===== src/design/salc_pkg.sv =====
// Shared codes and types for the set-associative LRU cache controller.
`timescale 1ns / 1ps
package salc_pkg;

  localparam int unsigned WAY_IDX_W = 4;

  typedef enum logic [1:0] {
    FUNC_LOAD  = 2'd0,
    FUNC_STORE = 2'd1,
    FUNC_FETCH = 2'd2,
    FUNC_FLUSH = 2'd3
  } func_e;

  typedef enum logic [2:0] {
    REG_SPLIT_MODE  = 3'd0,
    REG_WAYS        = 3'd1,
    REG_OFFSET_BITS = 3'd2,
    REG_DATA_SETS   = 3'd3,
    REG_INSTR_SETS  = 3'd4,
    REG_WRITE_BACK  = 3'd5,
    REG_WRITE_ALLOC = 3'd6,
    REG_NONE        = 3'd7
  } reg_idx_e;

  typedef struct packed {
    logic                 found;
    logic [WAY_IDX_W-1:0] hit_way;
    logic                 inv_found;
    logic [WAY_IDX_W-1:0] inv_way;
    logic [WAY_IDX_W-1:0] best_way;
  } scan_res_t;

endpackage


===== src/design/salc_way_scan.sv =====
// Shared tag compare unit, steps through the ways of a set one per cycle.
`timescale 1ns / 1ps
module salc_way_scan #(
  parameter int unsigned MAX_WAYS = 8,
  parameter int unsigned TAG_W    = 30,
  parameter int unsigned RANK_W   = 4,
  parameter int unsigned NW_W     = 4,
  parameter int unsigned WAY_W    = 3
) (
  input  logic                                  clk_i,
  input  logic                                  rst_ni,
  input  logic                                  start_i,
  input  logic [MAX_WAYS*(TAG_W+RANK_W+2)-1:0]  row_i,
  input  logic [TAG_W-1:0]                      tag_i,
  input  logic [NW_W-1:0]                       nw_i,
  output logic                                  done_o,
  output salc_pkg::scan_res_t                   res_o
);
  import salc_pkg::*;

  localparam int unsigned ENT_W = TAG_W + RANK_W + 2;

  logic              busy_q, busy_d;
  logic              done_q, done_d;
  logic [WAY_W-1:0]  w_q, w_d;
  logic [RANK_W-1:0] best_rank_q, best_rank_d;
  scan_res_t         res_q, res_d;
  logic [ENT_W-1:0]  ent;
  logic              last;

  always_comb begin
    ent  = row_i[w_q*ENT_W +: ENT_W];
    last = (NW_W'(w_q) == nw_i - NW_W'(1));
    busy_d      = busy_q;
    done_d      = 1'b0;
    w_d         = w_q;
    best_rank_d = best_rank_q;
    res_d       = res_q;
    if (start_i) begin
      busy_d = 1'b1;
      w_d    = '0;
      res_d  = '0;
    end else if (busy_q) begin
      if (ent[ENT_W-1] && ent[TAG_W-1:0] == tag_i && !res_q.found) begin
        res_d.found   = 1'b1;
        res_d.hit_way = WAY_IDX_W'(w_q);
      end
      if (!ent[ENT_W-1] && !res_q.inv_found) begin
        res_d.inv_found = 1'b1;
        res_d.inv_way   = WAY_IDX_W'(w_q);
      end
      if (w_q == '0 || ent[TAG_W +: RANK_W] > best_rank_q) begin
        res_d.best_way = WAY_IDX_W'(w_q);
        best_rank_d    = ent[TAG_W +: RANK_W];
      end
      w_d = w_q + WAY_W'(1);
      if (last) begin
        busy_d = 1'b0;
        done_d = 1'b1;
      end
    end
  end

  always_ff @(posedge clk_i or negedge rst_ni) begin
    if (!rst_ni) begin
      busy_q <= 1'b0;
      done_q <= 1'b0;
    end else begin
      busy_q <= busy_d;
      done_q <= done_d;
    end
  end

  always_ff @(posedge clk_i) begin
    w_q         <= w_d;
    best_rank_q <= best_rank_d;
    res_q       <= res_d;
  end

  assign done_o = done_q;
  assign res_o  = res_q;

endmodule

===== config.mk =====
export PLATFORM = sky130hd
export DESIGN_NAME = salc_way_scan
export DESIGN_NICKNAME = d
export VERILOG_FILES = /design/src/design/salc_pkg.sv /design/src/design/salc_way_scan.sv
export SDC_FILE = /design/constraint.sdc
export NUM_CORES = 1
export LEC_CHECK = 0
export BUFFER_PORTS_ARGS = -buffer_cell sky130_fd_sc_hd__buf_2
export CORE_AREA = 4 4 130 132
export DETAILED_ROUTE_END_ITERATION = 12
export DIE_AREA = 0 0 134 136
export GPL_TIMING_DRIVEN = 0
export PLACE_DENSITY = 0.54
export SETUP_SLACK_MARGIN = 0.05
export SLEW_MARGIN = 15
export SYNTH_ARGS = -nofsm -noshare
export SYNTH_HDL_FRONTEND = slang
export SYNTH_SLANG_ARGS = --single-unit

===== constraint.sdc =====
create_clock -name clk_i -period 3.9 [get_ports clk_i]
set_clock_uncertainty 0.15 [all_clocks]
set_input_delay 0.195 -clock clk_i [delete_from_list [all_inputs] [get_ports clk_i]]
set_output_delay 0.195 -clock clk_i [all_outputs]
set_load 0.05 [all_outputs]

==> tab_implementation.tex <==
\begin{tabular}{lr}
\hline
Metric & Value \\
\hline
\multicolumn{2}{l}{\textbf{Worst hold path}} \\
\quad Type of the most critical hold path & primary input to register \\
\quad Number of cells traversed by the worst hold path & 3 \\
\multicolumn{2}{l}{\textbf{Synthesis}} \\
\quad Asr flop ratio synth & 0.100 \\
\quad Post-synthesis cell type count & a little under 50 \\
\quad Cell Area, Synth & around 3500 µm² \\
\quad Post-synthesis average cell area & 11.1 µm² \\
\quad Share of cell area taken by muxes after synthesis & 0.536 \\
\quad Dominant combinational cell family by area after synthesis & multiplexers \\
\quad Total of warnings raised by yosys & 0 \\
\quad Count of mapped cells out of synthesis & about 320 \\
\quad Share of the yosys chip area belonging to registers & 0.128 \\
\quad EDFF count, synth & 4 \\
\quad Synthesized-area fraction occupied by xor and xnor cells & 0.0799 \\
\quad Adder-Cell Fraction of Synth Area & 0.0250 \\
\quad Flip-flop cell with the highest count after synthesis & dfxtp\_1 \\
\quad Count of state elements after synthesis & 20 \\
\quad Compound-gate portion of the synthesized area & 0.0710 \\
\quad Share of synthesized cell area in and, or, nand and nor gates & 0.102 \\
\multicolumn{2}{l}{\textbf{Global routing}} \\
\quad Initial antenna violation count & 3 \\
\quad Total routing resource utilization after global routing & 0.176 \\
\quad Largest net degree at the start of global routing & 13 \\
\quad First-pass GRT wire length & $\sim$24 mm \\
\quad Number of global-route vias before repair & 4,296 \\
\quad Grt total ovfl & 0 \\
\multicolumn{2}{l}{\textbf{Clock tree}} \\
\quad Number of buffers added by the clock tree synthesis step & 3 \\
\quad Clk Latency, worst-skew pair & roughly 0.25 ns \\
\quad Clk root buf & clkbuf\_16 \\
\quad H-Tree Level Count & 1 \\
\quad Clock Pin Slew Worst Setup and Hold Paths & around 0.060 ns \\
\quad TritonCTS clock tree & built \\
\quad CTS sink cnt & 20 \\
\quad Number of buffers on the longest clock path & 2 \\
\multicolumn{2}{l}{\textbf{Setup path}} \\
\quad Worst reg-to-reg setup slack & approximately 0.30 ns \\
\quad Number of cells on the worst reg-to-reg path & 16 \\
\quad Arr. time, crit path & $\sim$3.6 ns \\
\quad Startpoint of the worst setup timing path & w\_q[0] \\
\quad Reg2Reg Capture Point & res\_o[1] \\
\quad Capturing element of the worst setup path & res\_o[1] \\
\quad Endpoint class of the critical path & register \\
\quad Highest net fanout along the worst path & 19 \\
\quad Worst Setup Start Kind & register \\
\quad Worst reg2reg path startpoint & w\_q[0] \\
\quad Worst Path Class, Setup & register to register \\
\quad Data required time at the worst endpoint & roughly 3.9 ns \\
\multicolumn{2}{l}{\textbf{Final layout}} \\
\quad End-of-flow core utilization & 0.357 \\
\quad Layout Area Growth over Synthesis & 60.0\% \\
\quad Final layout net count & slightly below 1k \\
\quad Top library cells by usage in the layout, fill and taps aside & buf\_2, mux4\_2, mux2i\_1, mux2\_2, xnor2\_1 \\
\quad Share of final-layout standard cells stronger than drive strength 1 & 0.672 \\
\quad Final Instance Area & about 5600 µm² \\
\quad Fin cells & 867 \\
\quad Most common cell after layout, fill and taps aside & buf\_2 \\
\multicolumn{2}{l}{\textbf{Die}} \\
\quad Number of placement rows & between 40 and 50 \\
\quad Width of the chip & about 130 µm \\
\quad Overall die height & $\sim$140 µm \\
\quad Number of top-level design ports & 340 \\
\quad Die Footprint & between 15,000 and 20,000 µm² \\
\quad Standard cell core area & 15,700 µm² \\
\quad Initial core utilization & 0.223 \\
\multicolumn{2}{l}{\textbf{Place}} \\
\quad Post-DP Area & 5440 µm² \\
\quad Count of buffers inserted at the top-level ports & approximately 330 \\
\quad Number of cells after detailed placement & 861 \\
\quad GPL Wtd Cong & about 0.92 \\
\quad Sum of net half-perimeters after detailed placement & 15.0 mm \\
\multicolumn{2}{l}{\textbf{STA}} \\
\quad Final number of setup-violating endpoints & 0 \\
\quad Fmax & 0.278 GHz \\
\quad Tcrit/Tclk final & 0.924 \\
\quad Slew Viols, Final & 0 \\
\quad Worst hold slack & slightly below 0.08 ns \\
\quad RSZ-0062 raised after global routing & true \\
\quad Relative slew slack & 0.367 \\
\quad Final-report hold violation count & 0 \\
\quad Tmin final & between 3 and 4 ns \\
\quad Worst slew pin tran & around 0.95 ns \\
\multicolumn{2}{l}{\textbf{Pwr}} \\
\quad Power density over cell area & between 300 and 400 nW/µm² \\
\quad Post-layout power & between 1.5 and 2 mW \\
\quad Leakage power & around 2.7 nW \\
\quad Worst VDD drop & between 0.0001 and 0.00015 V \\
\multicolumn{2}{l}{\textbf{Detailed routing}} \\
\quad Routed WL per cell & between 15 and 20 µm \\
\quad Iteration count of the initial detailed-routing pass & 4 \\
\quad Total wirelength of the detailed-routed design & between 15 and 20 mm \\
\quad Number of routed nets with antenna violations & 0 \\
\quad Mean number of vias per cell & between 4 and 5 \\
\quad Detailed-route DRC error count & 0 \\
\quad Overall via count from detail\_route & around 4k \\
\quad Number of DRC markers in iteration 0 & approximately 110 \\
\multicolumn{2}{l}{\textbf{Run status}} \\
\quad Run status & finished clean \\
\multicolumn{2}{l}{\textbf{Run}} \\
\quad Maximum capacitance violations & 0 \\
\hline
\end{tabular}
## metal layers
layer,share of wire,GRT usage,up-vias
li1,-,-,1914
met1,0.39,0.208,1880
met5,0.0015,0,-
met3,0.064,0.0292,12
met2,0.54,0.344,177
met4,0.0055,0.0189,4
## stage by stage
stage	setup slack [ns]	setup TNS, ns
CTS	0.0596	0
global placement	-0.599	-3.61
detailed placement	-0.593	-3.61
finish	0.298	0
floorplan	0.0943	0
global route	0.0494	0
## worst max-delay path, cell delays in order, from the launching register on
cell and delay [ns]:
dfxtp_2 0.36, buf_6 0.12, buf_12 0.18, buf_8 0.19, buf_8 0.17, buf_8 0.17
mux4_2 0.50, mux2_2 0.30, ha_1 0.29, nor2b_1 0.13, o21a_1 0.16, o21a_1 0.16
o21ai_1 0.17, a21boi_2 0.09, buf_4 0.15, mux2i_1 0.14, nor2_1 0.05
## cells by family after synthesis
logic type | count (synthesis)
DFF | 20
xor gates and xnor gates | 32
adders and majority gates | 7
muxes | 122
other | 1
AOI/OAI and AO/OA | 35
and+or+nand+nor | 62
buffers and inverters | 36
## layout make-up
| class | count | area, µm² |
|---|---|---|
| Timing Repair Buffer | 331 | 1670 |
| Inverter | 8 | 30.0 |
| Fill cell | 1636 | 10100 |
| Clock buffer | 4 | 100 |
| Buffer | 26 | 205 |
| Tap cell | 216 | 270 |
| Sequential cell | 20 | 452 |
| Antenna cell | 1 | 2.50 |
| Multi-Input combinational cell | 261 | 2890 |
## synth_stat cells (5+ instances only)
library cell  number  area (µm²)
a21oi_1            5        25.0
buf_2             11        55.1
buf_4              7        52.6
dfxtp_1           14         280
ha_1               7        87.6
inv_1              7        26.3
mux2_2            23         259
mux2i_1           48         480
mux4_2            49        1100
nand2_1            8        30.0
nand2b_1          10        62.6
nand4_1            6        37.5
nor2_1            15        56.3
nor2b_1            5        31.3
o22ai_1            8        50.1
xnor2_1           23         201
xor2_1             9        78.8
## worst min-delay path by stage
stage	from	end	slack (ns)
final	start_i	res_o[9]	0.08
after global routing	rst_ni	done_o	0.10
after CTS	start_i	res_o[9]	0.08
after detailed placement	rst_ni	done_o	-0.16
after global placement	rst_ni	done_o	-0.17
after floorplan	rst_ni	busy_q	-0.25
## repair_timing
action	CTS	global route
hold buffers	1	0
endpoints found under the hold margin	2	0
pin swaps	1	0
gates resized for setup	17	6
setup endpoints to repair	7	11
buffers inserted	2	0
gates cloned	0	0
## power breakdown
group / total [mW] / switching (mW) / internal, mW
logic: 1.25 / 0.599 / 0.651
registers: 0.264 / 0.0155 / 0.249
clock network: 0.259 / 0.0808 / 0.178
## sequential cells by signal, summed over array words and instances (netlist names)
register,cells
res_o,11
best_rank_q,4
w_q,3
busy_q,1
done_o,1
(Power assumes the default switching activity.)
